`src/rtl/zwsd_pkg.sv`:
```
// Shared types and constants for the zero-width text decoder.
// Depends on nothing; every other file of the block imports it.
package zwsd_pkg;

	localparam int DIGEST_BYTES  = 16;
	localparam int MARKER_WINDOW = 9;
	localparam int DCNT_W        = $clog2(DIGEST_BYTES + 1);
	localparam int QUEUE_DEPTH   = 2;
	localparam int QPTR_W        = (QUEUE_DEPTH > 1) ? $clog2(QUEUE_DEPTH) : 1;
	localparam int QCNT_W        = $clog2(QUEUE_DEPTH + 1);

	localparam logic [7:0] BYTE_E2 = 8'he2;
	localparam logic [7:0] BYTE_80 = 8'h80;
	localparam logic [7:0] BYTE_8B = 8'h8b;
	localparam logic [7:0] BYTE_8C = 8'h8c;
	localparam logic [7:0] BYTE_8D = 8'h8d;
	localparam logic [7:0] BYTE_81 = 8'h81;
	localparam logic [7:0] BYTE_A0 = 8'ha0;
	localparam logic [7:0] BYTE_CD = 8'hcd;
	localparam logic [7:0] BYTE_8F = 8'h8f;

	localparam logic ERR_NO_MARKER = 1'b0;
	localparam logic ERR_BAD_LEAD  = 1'b1;

	typedef enum logic [1:0] {
		MODE_HUNT,
		MODE_DECODE,
		MODE_ERR_MARKER,
		MODE_ERR_LEAD
	} mode_t;

	typedef enum logic [1:0] {
		KIND_PAYLOAD,
		KIND_DIGEST,
		KIND_END,
		KIND_ERROR
	} kind_t;

	typedef struct packed {
		kind_t      kind;
		logic [7:0] byte_value;
		logic [3:0] digest_position;
		logic       checksum_present;
		logic       closing_delimiter_seen;
		logic       error_code;
	} result_t;

	typedef struct packed {
		logic    valid;
		result_t res;
	} push_t;

	typedef struct packed {
		logic [QCNT_W-1:0] count;
		logic              full;
		logic              empty;
	} queue_status_t;

endpackage

```
`src/rtl/zero_width_stego_text_decoder.sv`:
```
// Top level of the zero-width steganography text decoder.
// Instantiates zwsd_front and zwsd_queue; depends on zwsd_pkg.

// The block accepts one UTF-8 text byte per cycle on the slave side, with tlast
// marking the end of the text, and gives at most one result per transaction on
// the master side. Each result is registered into a two-entry result queue when
// its byte is accepted, and is shown once earlier ones are taken. The block keeps
// taking a byte every cycle as long as that queue is not full, so a steady
// one-byte-per-cycle stream passes when the consumer keeps tready high.
module zero_width_stego_text_decoder (
	input  logic        clk,
	input  logic        arst_n,
	input  logic        s_tvalid,
	output logic        s_tready,
	input  logic [7:0]  s_tdata,  // [7:0] text_byte
	input  logic        s_tlast,  // end_of_text
	output logic        m_tvalid,
	input  logic        m_tready,
	output logic [15:0] m_tdata,  // [7:0] byte_value, [11:8] digest_position,
	                              // [12] checksum_present,
	                              // [13] closing_delimiter_seen, [14] error_code
	output logic [1:0]  m_tuser   // [1:0] result_kind
);
	import zwsd_pkg::*;

	push_t         push;
	result_t       head;
	queue_status_t qstat;
	logic          in_accept;

	assign s_tready  = !qstat.full;
	assign in_accept = s_tvalid && s_tready;
	assign m_tvalid  = !qstat.empty;

	zwsd_front u_front (
		.clk        (clk),
		.arst_n     (arst_n),
		.accept     (in_accept),
		.text_byte  (s_tdata),
		.end_of_text(s_tlast),
		.push       (push)
	);

	zwsd_queue u_queue (
		.clk   (clk),
		.arst_n(arst_n),
		.push  (push),
		.pop   (m_tvalid && m_tready),
		.head  (head),
		.status(qstat)
	);

	assign m_tuser = head.kind;
	assign m_tdata = {1'b0, head.error_code, head.closing_delimiter_seen,
		head.checksum_present, head.digest_position, head.byte_value};

`ifndef SYNTH
	a_count_bound: assert property (@(posedge clk) disable iff (!arst_n)
		qstat.count <= QCNT_W'(QUEUE_DEPTH))
		else $error("result queue count beyond its depth");

	a_error_fields: assert property (@(posedge clk) disable iff (!arst_n)
		(m_tvalid && m_tuser == KIND_ERROR) |-> (m_tdata[13:0] == 14'd0))
		else $error("error result carries nonzero data fields");

	a_position_digest_only: assert property (@(posedge clk) disable iff (!arst_n)
		(m_tvalid && m_tuser != KIND_DIGEST) |-> (m_tdata[11:8] == 4'd0))
		else $error("digest position set on a result that is not a digest byte");

	a_push_lands: assert property (@(posedge clk) disable iff (!arst_n)
		push.valid |=> m_tvalid)
		else $error("accepted result did not reach the output side");
`endif

endmodule

```
`src/rtl/zwsd_front.sv`:
```
// Front part: accepts text bytes, hunts for the marker and decodes characters.
// Produces at most one result per transaction. Depends on zwsd_pkg.
module zwsd_front (
	input  logic           clk,
	input  logic           arst_n,
	input  logic           accept,
	input  logic [7:0]     text_byte,
	input  logic           end_of_text,
	output zwsd_pkg::push_t push
);
	import zwsd_pkg::*;

	mode_t             mode_q, mode_d;
	logic [3:0]        read_q, read_d;
	logic [2:0]        match_q, match_d;
	logic [2:0]        len_q, len_d;
	logic [2:0]        fill_q, fill_d;
	logic [7:0]        cb0_q, cb0_d;
	logic [7:0]        cb1_q, cb1_d;
	logic [7:0]        asm_q, asm_d;
	logic [1:0]        slot_q, slot_d;
	logic [1:0]        delim_q, delim_d;
	logic [DCNT_W-1:0] dcnt_q, dcnt_d;
	logic              dnz_q, dnz_d;

	logic [2:0]        m;
	logic              full_match;
	logic              new_lead;
	logic [2:0]        lead_len;
	logic [2:0]        eff_fill;
	logic [2:0]        eff_len;
	logic              sym_hit;
	logic [1:0]        sym;
	logic [7:0]        asm_new;
	logic [DCNT_W+3:0] dcnt_ext;

	function automatic logic [2:0] lead_length(input logic [7:0] b);
		logic [2:0] len;
		unique casez (b)
			8'b0???????: len = 3'd1;
			8'b10??????: len = 3'd0;
			8'b110?????: len = 3'd2;
			8'b1110????: len = 3'd3;
			8'b11110???: len = 3'd4;
			8'b11111???: len = 3'd0;
		endcase
		return len;
	endfunction

	assign new_lead = (fill_q >= len_q);
	assign lead_len = lead_length(text_byte);
	assign eff_fill = new_lead ? 3'd0 : fill_q;
	assign eff_len  = new_lead ? lead_len : len_q;
	assign dcnt_ext = {4'd0, dcnt_q};

	always_comb begin
		sym_hit = 1'b0;
		sym     = 2'd0;
		if (eff_len == 3'd3 && cb0_q == BYTE_E2) begin
			if (cb1_q == BYTE_80) begin
				if (text_byte == BYTE_8B) begin
					sym_hit = 1'b1;
					sym     = 2'd0;
				end else if (text_byte == BYTE_8C) begin
					sym_hit = 1'b1;
					sym     = 2'd1;
				end else if (text_byte == BYTE_8D) begin
					sym_hit = 1'b1;
					sym     = 2'd2;
				end
			end else if (cb1_q == BYTE_81 && text_byte == BYTE_A0) begin
				sym_hit = 1'b1;
				sym     = 2'd3;
			end
		end
	end

	assign asm_new = asm_q | ({6'd0, sym} << {slot_q, 1'b0});

	always_comb begin
		m          = match_q;
		full_match = 1'b0;
		priority if (text_byte == BYTE_E2 && match_q == 3'd0) begin
			m = 3'd1;
		end else if (text_byte == BYTE_80 && match_q == 3'd1) begin
			m = 3'd2;
		end else if (text_byte == BYTE_8B && match_q == 3'd2) begin
			m = 3'd3;
		end else if (text_byte == BYTE_CD && match_q == 3'd3) begin
			m = 3'd4;
		end else if (text_byte == BYTE_8F && match_q == 3'd4) begin
			full_match = 1'b1;
		end else if (match_q != 3'd0) begin
			m = (text_byte == BYTE_E2) ? 3'd1 : 3'd0;
		end else begin
			m = 3'd0;
		end
	end

	always_comb begin
		mode_d  = mode_q;
		read_d  = read_q;
		match_d = match_q;
		len_d   = len_q;
		fill_d  = fill_q;
		cb0_d   = cb0_q;
		cb1_d   = cb1_q;
		asm_d   = asm_q;
		slot_d  = slot_q;
		delim_d = delim_q;
		dcnt_d  = dcnt_q;
		dnz_d   = dnz_q;
		push    = '0;
		if (accept) begin
			if (end_of_text) begin
				push.valid = 1'b1;
				if (mode_q == MODE_DECODE) begin
					push.res.kind                   = KIND_END;
					push.res.checksum_present       = dnz_q;
					push.res.closing_delimiter_seen = (delim_q == 2'd2);
				end else begin
					push.res.kind       = KIND_ERROR;
					push.res.error_code = (mode_q == MODE_ERR_LEAD) ? ERR_BAD_LEAD
						: ERR_NO_MARKER;
				end
				mode_d  = MODE_HUNT;
				read_d  = 4'd0;
				match_d = 3'd0;
				len_d   = 3'd0;
				fill_d  = 3'd0;
				asm_d   = 8'd0;
				slot_d  = 2'd3;
				delim_d = 2'd0;
				dcnt_d  = '0;
				dnz_d   = 1'b0;
			end else begin
				unique case (mode_q)
					MODE_HUNT: begin
						if (full_match) begin
							mode_d  = MODE_DECODE;
							match_d = 3'd0;
							len_d   = 3'd0;
							fill_d  = 3'd0;
						end else begin
							match_d = m;
							if ((read_q == 4'd4 && m == 3'd0) ||
								({1'b0, read_q} + 5'd1 >= 5'(MARKER_WINDOW))) begin
								mode_d              = MODE_ERR_MARKER;
								push.valid          = 1'b1;
								push.res.kind       = KIND_ERROR;
								push.res.error_code = ERR_NO_MARKER;
							end else begin
								read_d = read_q + 4'd1;
							end
						end
					end
					MODE_DECODE: begin
						if (new_lead && lead_len == 3'd0) begin
							mode_d              = MODE_ERR_LEAD;
							push.valid          = 1'b1;
							push.res.kind       = KIND_ERROR;
							push.res.error_code = ERR_BAD_LEAD;
						end else begin
							len_d  = eff_len;
							fill_d = eff_fill + 3'd1;
							if (eff_fill == 3'd0) begin
								cb0_d = text_byte;
							end
							if (eff_fill == 3'd1) begin
								cb1_d = text_byte;
							end
							if (eff_fill + 3'd1 == eff_len) begin
								if (sym_hit) begin
									if (slot_q != 2'd0) begin
										asm_d  = asm_new;
										slot_d = slot_q - 2'd1;
									end else begin
										asm_d               = 8'd0;
										slot_d              = 2'd3;
										push.valid          = 1'b1;
										push.res.byte_value = asm_new;
										if (delim_q != 2'd0 &&
											dcnt_q < DCNT_W'(DIGEST_BYTES)) begin
											push.res.kind            = KIND_DIGEST;
											push.res.digest_position = dcnt_ext[3:0];
											dcnt_d                   = dcnt_q + 1'b1;
											if (asm_new != 8'd0) begin
												dnz_d = 1'b1;
											end
										end else begin
											push.res.kind = KIND_PAYLOAD;
										end
									end
								end else if (eff_len == 3'd2 && cb0_q == BYTE_CD &&
									text_byte == BYTE_8F) begin
									if (delim_q != 2'd2) begin
										delim_d = delim_q + 2'd1;
									end
								end
							end
						end
					end
					MODE_ERR_MARKER, MODE_ERR_LEAD: begin
					end
				endcase
			end
		end
	end

	always_ff @(posedge clk or negedge arst_n) begin
		if (!arst_n) begin
			mode_q  <= MODE_HUNT;
			read_q  <= 4'd0;
			match_q <= 3'd0;
			len_q   <= 3'd0;
			fill_q  <= 3'd0;
			asm_q   <= 8'd0;
			slot_q  <= 2'd3;
			delim_q <= 2'd0;
			dcnt_q  <= '0;
			dnz_q   <= 1'b0;
		end else begin
			mode_q  <= mode_d;
			read_q  <= read_d;
			match_q <= match_d;
			len_q   <= len_d;
			fill_q  <= fill_d;
			asm_q   <= asm_d;
			slot_q  <= slot_d;
			delim_q <= delim_d;
			dcnt_q  <= dcnt_d;
			dnz_q   <= dnz_d;
		end
	end

	always_ff @(posedge clk) begin
		cb0_q <= cb0_d;
		cb1_q <= cb1_d;
	end

endmodule

```
`src/rtl/zwsd_queue.sv`:
```
// Short result queue that parts the front decoder from the output side.
// Holds decoded results until they are taken. Depends on zwsd_pkg.
module zwsd_queue (
	input  logic                    clk,
	input  logic                    arst_n,
	input  zwsd_pkg::push_t         push,
	input  logic                    pop,
	output zwsd_pkg::result_t       head,
	output zwsd_pkg::queue_status_t status
);
	import zwsd_pkg::*;

	result_t           mem_q [QUEUE_DEPTH];
	logic [QPTR_W-1:0] wr_ptr_q;
	logic [QPTR_W-1:0] rd_ptr_q;
	logic [QCNT_W-1:0] count_q;
	logic              do_push;
	logic              do_pop;

	assign status.count = count_q;
	assign status.full  = (count_q == QCNT_W'(QUEUE_DEPTH));
	assign status.empty = (count_q == '0);
	assign do_push      = push.valid && !status.full;
	assign do_pop       = pop && !status.empty;
	assign head         = mem_q[rd_ptr_q];

	always_ff @(posedge clk or negedge arst_n) begin
		if (!arst_n) begin
			wr_ptr_q <= '0;
			rd_ptr_q <= '0;
			count_q  <= '0;
		end else begin
			if (do_push) begin
				wr_ptr_q <= (wr_ptr_q == QPTR_W'(QUEUE_DEPTH - 1)) ? '0 : wr_ptr_q + 1'b1;
			end
			if (do_pop) begin
				rd_ptr_q <= (rd_ptr_q == QPTR_W'(QUEUE_DEPTH - 1)) ? '0 : rd_ptr_q + 1'b1;
			end
			if (do_push && !do_pop) begin
				count_q <= count_q + 1'b1;
			end else if (do_pop && !do_push) begin
				count_q <= count_q - 1'b1;
			end
		end
	end

	always_ff @(posedge clk) begin
		if (do_push) begin
			mem_q[wr_ptr_q] <= push.res;
		end
	end

endmodule

```
`config.mk`:
```
export PLATFORM = sky130hd
export DESIGN_NAME = zero_width_stego_text_decoder
export DESIGN_NICKNAME = d
export VERILOG_FILES = /design/src/rtl/zwsd_pkg.sv /design/src/rtl/zero_width_stego_text_decoder.sv /design/src/rtl/zwsd_front.sv /design/src/rtl/zwsd_queue.sv
export SDC_FILE = /design/constraint.sdc
export NUM_CORES = 1
export LEC_CHECK = 0
export BUFFER_PORTS_ARGS = -buffer_cell sky130_fd_sc_hd__buf_2
export CAP_MARGIN = 10
export CORE_MARGIN = 1
export CORE_UTILIZATION = 45
export CTS_CLUSTER_DIAMETER = 200
export DETAILED_ROUTE_END_ITERATION = 12
export HOLD_SLACK_MARGIN = 0.12
export PLACE_DENSITY_LB_ADDON = 0.1
export SYNTH_ARGS = -nofsm -noshare
export SYNTH_HDL_FRONTEND = slang
export SYNTH_SLANG_ARGS = --single-unit
```
`constraint.sdc`:
```
create_clock -name clk -period 8.9 [get_ports clk]
set_input_delay 2.225 -clock clk [delete_from_list [all_inputs] [get_ports clk]]
set_output_delay 2.225 -clock clk [all_outputs]
set_load 0.005 [all_outputs]
```
Yosys cells after proc, flatten, opt, wreduce, memory -nomap -nowiden
Memories as Yosys holds them, arrays and structs flattened.
Cells that the tools add are included.
{"block": "totals", "regBits": 53, "latchBits": 0, "ram_bits": 34, "romBits": 0, "inputBits": 13, "out_inout_bits": 20, "word_cells": 236, "memories": 1}
{"block": "op_classes", "n_addsub": 10, "mul": 0, "div_mod_pow": 0, "order_cmp": 3, "n_eq_ne": 40, "n_shift": 1, "muxes": 108, "bitwise": 4, "reduce_logical": 54}
{"name": "u_queue.mem_q", "depth": 2, "word_bits": 17, "rd": 1, "rd_ports_with_merged_regs": 0, "wr": 1, "line_no": "zwsd_queue.sv:13", "source": "result_t mem_q [QUEUE_DEPTH];"}
{"cell": "equality test 8 bit, second input constant", "n": 12}
{"cell": "two-way mux 3 bit", "n": 20}
{"cell": "two-way mux 2 bit", "n": 27}
{"cell": "two-way mux 8 bit", "n": 6}
{"cell": "two-way mux 15 bit", "n": 3}
{"cell": "two-way mux 12 bit", "n": 3}
{"cell": "two-way mux 5 bit", "n": 7}
{"cell": "two-way mux 1 bit", "n": 31}
{"cell": "nonzero test 2 bit", "n": 11}
{"cell": "two-way mux 4 bit", "n": 5}
{"cell": "logical AND 1 bit", "n": 18}
{"cell": "two-way mux 18 bit", "n": 1}
{"cell": "case mux 3 bit (2 select lines)", "n": 3}
{"cell": "case mux 3 bit (5 select lines)", "n": 1}
{"cell": "AND reduction 5 bit", "n": 3}
{"cell": "AND reduction 7 bit", "n": 2}
{"cell": "equality test 3 x 2 -> 1 bit, second input constant", "n": 4}
{"cell": "zero test 3 bit", "n": 4}
{"cell": "!= test 2 bit, second input constant", "n": 6}
{"cell": "AND reduction 4 bit", "n": 3}
{"cell": "equality test 5 bit, second input constant", "n": 2}
{"cell": "equality test 2 bit, second input constant", "n": 4}
{"cell": "OR 8 bit", "n": 1}
{"cell": "AND reduction 8 bit", "n": 1}
{"cell": "29 further kinds", "n": 42}

Longest topological paths before layout
{"block": "depth", "word_depth": 21, "mapped_depth": 18, "ltp_nobuf": 17}

Modules after synthesis
A second synthesis with hierarchy kept.
{"block": "unflattened", "hier_cells": 420, "hier_area_um2": 4735.8}
{"module": "zwsd_front", "n_inst": 1, "cells_each": 342, "area_each_um2": 3230.6, "seq_area_each_um2": 1308.8}
{"module": "zwsd_queue", "n_inst": 1, "cells_each": 72, "area_each_um2": 1473.9, "seq_area_each_um2": 1121.1}
{"module": "zero_width_stego_text_decoder", "n_inst": 1, "cells_each": 6, "area_each_um2": 31.3, "seq_area_each_um2": 0.0}

Worst setup path before layout
OpenSTA, ideal clock, no wires.
{"block": "synth_path", "path_kind": "input to register", "start": "input s_tdata[6]", "end": "memory u_queue.mem_q[1][0] in the netlist's numbering (enable)", "setup_time_ps": 391, "arrival_ps": 4424, "required_time_ps": 8509, "setup_slack_ps": 4085, "path_stages": 8, "n_path_buf": 1, "cell_sequence": "buf_2 -> or4bb_1 -> o21ai_1 -> and4_1 -> nand4_1 -> nor3_1 -> o31ai_2 -> nor2_1"}
{"block": "synth_via", "elab_chain_cells": 19, "elab_cells_between_ends": 59, "classes_between": "eq/ne (15); mux (30); reduce/logical (14)"}
{"item": "start: declaration", "line_no": "zero_width_stego_text_decoder.sv:15", "source": "input logic [7:0] s_tdata,"}
{"item": "equality test 8 bit", "line_no": "zwsd_front.sv:83, zwsd_front.sv:94"}
{"item": "two-way mux 1 bit", "line_no": "zwsd_front.sv:94", "source": "m = (text_byte == BYTE_E2) ? 3'd1 : 3'd0;"}
{"item": "two-way mux 3 bit", "line_no": "zwsd_front.sv:93", "source": "end else if (match_q != 3'd0) begin"}
{"item": "two-way mux 3 bit", "line_no": "zwsd_front.sv:91", "source": "end else if (text_byte == BYTE_8F && match_q == 3'd4) begin"}
{"item": "two-way mux 3 bit", "line_no": "zwsd_front.sv:89", "source": "end else if (text_byte == BYTE_CD && match_q == 3'd3) begin"}
{"item": "two-way mux 3 bit", "line_no": "zwsd_front.sv:87", "source": "end else if (text_byte == BYTE_8B && match_q == 3'd2) begin"}
{"item": "two-way mux 3 bit", "line_no": "zwsd_front.sv:85", "source": "end else if (text_byte == BYTE_80 && match_q == 3'd1) begin"}
{"item": "two-way mux 3 bit", "line_no": "zwsd_front.sv:83", "source": "priority if (text_byte == BYTE_E2 && match_q == 3'd0) begin"}
{"item": "(+3 left out)"}
{"item": "two-way mux 3 bit", "line_no": "zwsd_front.sv:146", "source": "if ((read_q == 4'd4 && m == 3'd0) ||"}
{"item": "two-way mux 3 bit", "line_no": "zwsd_front.sv:139", "source": "if (full_match) begin"}
{"item": "case mux 3 bit (2 select lines) (*)", "line_no": "zwsd_front.sv:137", "source": "unique case (mode_q)"}
{"item": "two-way mux 3 bit (*)", "line_no": "zwsd_front.sv:115", "source": "if (end_of_text) begin"}
{"item": "two-way mux 18 bit (*)", "line_no": "zwsd_front.sv:114", "source": "if (accept) begin"}
{"item": "logical AND 1 bit (*)", "line_no": "zwsd_queue.sv:23", "source": "assign do_push = push.valid && !status.full;"}
{"item": "two-way mux 1 bit (*)", "line_no": "zwsd_queue.sv:48", "source": "if (do_push) begin"}
{"item": "two-way mux 1 bit (not written as such) (*)", "line_no": "zwsd_queue.sv:49", "source": "mem_q[wr_ptr_q] <= push.res;"}
{"item": "end: declaration", "line_no": "zwsd_queue.sv:13"}
Every way passes the cells marked *; elsewhere a longest branch is shown, timed or not.

Worst setup path after layout
{"block": "layout_path", "start": "input s_tdata[5]", "end": "register u_queue.count_q[1]"}
{"block": "layout_via", "elab_chain_cells": 20, "elab_cells_between_ends": 61, "classes_between": "eq/ne (14); mux (29); reduce/logical (18)"}
{"item": "equality test 8 bit", "line_no": "zwsd_front.sv:83, zwsd_front.sv:94"}
{"item": "two-way mux 1 bit", "line_no": "zwsd_front.sv:94"}
{"item": "two-way mux 3 bit", "line_no": "zwsd_front.sv:93"}
{"item": "two-way mux 3 bit", "line_no": "zwsd_front.sv:91"}
{"item": "two-way mux 3 bit", "line_no": "zwsd_front.sv:89"}
{"item": "two-way mux 3 bit", "line_no": "zwsd_front.sv:87"}
{"item": "two-way mux 3 bit", "line_no": "zwsd_front.sv:85"}
{"item": "two-way mux 3 bit", "line_no": "zwsd_front.sv:83"}
{"item": "(+5 left out)"}
{"item": "case mux 3 bit (2 select lines) (*)", "line_no": "zwsd_front.sv:137"}
{"item": "two-way mux 3 bit (*)", "line_no": "zwsd_front.sv:115"}
{"item": "two-way mux 18 bit (*)", "line_no": "zwsd_front.sv:114"}
{"item": "logical AND 1 bit (*)", "line_no": "zwsd_queue.sv:23"}
{"item": "net u_queue.do_push", "line_no": "zwsd_queue.sv:17", "source": "logic do_push;"}
{"item": "zero test 1 bit", "line_no": "zwsd_queue.sv:41", "source": "end else if (do_pop && !do_push) begin"}
{"item": "logical AND 1 bit", "line_no": "zwsd_queue.sv:41"}
{"item": "nonzero test 2 bit (no line)"}
{"item": "end signal: assignment", "line_no": "zwsd_queue.sv:40", "source": "count_q <= count_q + 1'b1;"}
{"item": "end signal: assignment", "line_no": "zwsd_queue.sv:42", "source": "count_q <= count_q - 1'b1;"}
{"item": "end: declaration", "line_no": "zwsd_queue.sv:16", "source": "logic [QCNT_W-1:0] count_q;"}
Mark *: on every way through the listed nets, which the timed path passes. The rest lies on a longest branch.
A chain may end at the register's enable or synchronous reset.

==> flow_summary.toml <==
[outcome]
status = "complete, no violations"

[placed_design]
place_hpwl_mm = 7.09
routabilityCongestion = 0.825
dp_slack_ns = 3.93
port_buffers = 31
dpl_cell_area_um2 = 4930

[min_path]
min_from = "u_queue.count_q[1]"
hp-class = "flip-flop to flip-flop"

[floorplan]
fp.dieW_um = 104
start_util_pct = 47.2
die_h_um = 104
die_area_um2 = 10800
rows = 36
core-area_um2 = 9910
ios = 33

[power]
powerDensity_nw_per_um2 = 230
leakagePower_nw = 1.97
ir_drop_uv = 103
totalPowerFinal_w = 0.00118

[synthesis]
synth_seq_cells = 87
synth_area_um2 = 4680
syn_inst = 433
yosys.cell_types.count = 67
ys_seq_area_share_pct = 51.9
synth-simple-area-share_pct = 21.9
synth_xor_area_share_pct = 1.68
synthMuxAreaShare_pct = 5.42
syn_nets = 459
synth_top_flop_cell = "edfxtp_1"
synth_edf_count = 50
synth_fa_ha_area_share_pct = 3.47
async_flop_share_pct = 42.5
synth_warnings = 0
syn_area_per_cell_um2 = 10.8
synth_compound_area_share_pct = 11.7
synth_top_family_by_area = "simple AND/OR/NAND/NOR gates"

[sta]
hold_violations = 0
worst_pin_slew_ns = 1.02
fin_crit_sh_pct = 52.0
maxSlewHeadroom_pct = 31.2
setup_viol = 0
setup_ws_ns = 4.27
fmax_mhz = 216
fin_crit_ns = 4.63
tns_ns = 0
skew_ns = 0.0133
hold_ws_ns = 0.498
grt_setup_unrepaired = "false"
drv_slew = 0

[clock_tree]
cts_sinks = 87
h-tree-depth = 3
cts_setup_buffers = 0
cts_buffers = 9
ctsLongestPathBuffers = 2
postCtsHoldBufs = 0
post_cts_resized = 0
cts_tree = "built"
cts_root_buf = "clkbuf_8"
clkTransAtPathRegs_ns = 0.09
clock_latency_ns = 0.36

[detailed_routing]
drc_errors = 0
ant_nets = 0
drtPass1Iterations = 6
vias = 3325
finalWirelength_mm = 9.80
drt_iter0_drc = 181
wl_per_cell_um = 16.4
routed_via_density = 5.58

[layout]
syn_to_final_growth_pct = 9.30
diodes = 0
nNetsFinal = 484
layout-drive-gt1-share_pct = 17.7
fin_area_um2 = 5120

[critical_path]
required_ns = 9.19
cp.arrival_ns = 4.91
endpoint_kind = "flip-flop"
startpoint = "s_tdata[5]"
crit_type = "primary input to flip-flop"
worst-path-max-fanout = 10
cp-start-kind = "primary input"
reg2reg_from = "u_front.len_q[2]"

[run]
maxCapViolCount = 0

[global_routing]
grt_util_all_layers_pct = 19.0
antenna_found_initial = 0
grt_pass1_wl_mm = 16.4
gr-total-overflow = 0
grt_start_max_net_pins = 38
grt_pass1_vias = 3297
==> placed cells by master, fill, tap and decap left out, types with 5 or more instances in the layout <==
cell,netlist,final
a21oi_1,19,19
a31oi_1,6,6
and2_1,7,7
and3_1,17,17
buf_2,1,31
clkbuf_8,0,9
dfrtp_1,35,35
edfxtp_1,50,50
ha_1,13,13
inv_1,23,23
mux2_2,19,19
nand2_1,33,33
nand3_1,8,8
nand4_1,8,8
nor2_1,31,31
nor3_1,19,19
nor4_1,8,8
o211ai_1,6,6
o21a_1,9,9
o21ai_0,12,12
xor2_1,5,5
==> metal layers <==
| layer | vias up | GRT usage [%] | share of wire [%] |
|---|---|---|---|
| met1 | 1579 | 25.7 | 48 |
| met5 | - | 0 | 0 |
| met2 | 62 | 30.9 | 47 |
| met3 | 14 | 2.76 | 3.2 |
| met4 | 0 | 7.04 | 1.7 |
| li1 | 1670 | - | - |
==> through the flow <==
stage	utilization (%)	instances
after floorplan	-	433
after global placement	49.8	580
after detailed placement	49.8	580
after CTS	51.6	596
after global routing	51.6	596
final	51.6	596
==> Yosys cell counts (all sizes together) (4+ instances only) <==
cell type   n  area (um^2)
edfxtp     50         1500
dfrtp      35          876
nand2      33          124
nor2       33          139
inv        23         86.3
nor3       20          105
a21oi      19         95.1
mux2       19          214
and3       17          106
o21ai      16         80.1
clkbuf     15         56.3
ha         13          163
nor4       10         75.1
o21a        9         67.6
nand3       8         40.0
nand4       8         50.1
and2        7         43.8
a31oi       6         37.5
o211ai      6         45.0
buf         5         38.8
nor4b       5         58.8
xor2        5         43.8
and4        4         35.0
mux2i       4         40.0
nor2b       4         25.0
nor3b       4         30.0
xnor2       4         35.0
==> area by class of cell <==
type / instances / area [um^2]
Inverter: 23 / 86.3
Clock buffer: 9 / 124
Multi-Input combinational cell: 303 / 2070
Clock inverter: 7 / 62.6
Fill cell: 904 / 4790
Timing Repair Buffer: 34 / 178
Sequential cell: 87 / 2430
Tap cell: 133 / 166
==> sequential cells by signal, indices dropped and copies added (netlist names) <==
signal	cells
u_front.read_q	4
u_front.cb1_q	8
u_front.dnz_q	1
u_queue.rd_ptr_q	1
u_front.fill_q	3
u_front.slot_q	2
u_queue.mem_q	34
u_front.delim_q	2
u_front.mode_q	2
u_queue.count_q	2
u_queue.wr_ptr_q	1
u_front.dcnt_q	5
u_front.match_q	3
u_front.len_q	3
u_front.cb0_q	8
u_front.asm_q	8
==> critical path: stages <==
cell	delay, ns
buf_2	0.16
or4b_1	0.58
nor4_1	0.45
nor2_1	0.11
o21ai_0	0.14
a21oi_1	0.18
o31ai_2	0.37
inv_1	0.09
ha_1	0.20
xor2_1	0.14
nor2_1	0.12
xor2_1	0.15
==> final timing paths <==
path,to,slack [ns],cells after the start
max in group asynchronous,u_front.len_q[1],6.38,1
min reg2reg,u_queue.count_q[1],0.50,1
min in group asynchronous,u_front.asm_q[6],1.96,1
max reg2reg,u_front.slot_q[1],4.77,13
min,u_queue.count_q[1],0.50,1
max,u_queue.count_q[1],4.27,12
==> cells by family after synthesis <==
logic type	after synthesis
and+or+nand+nor	176
DFF	87
AOI/OAI and AO/OA	81
buffers and inverters	43
muxes	23
adders and majority gates	13
xor gates and xnor gates	9
other	1
==> power by group <==
part / internal (W) / switching [W] / total (W)
clock: 0.000108 / 0.000159 / 0.000267
sequential: 0.000499 / 0.0000605 / 0.000560
combinational: 0.000154 / 0.000194 / 0.000348
(Power assumes the default switching activity.)
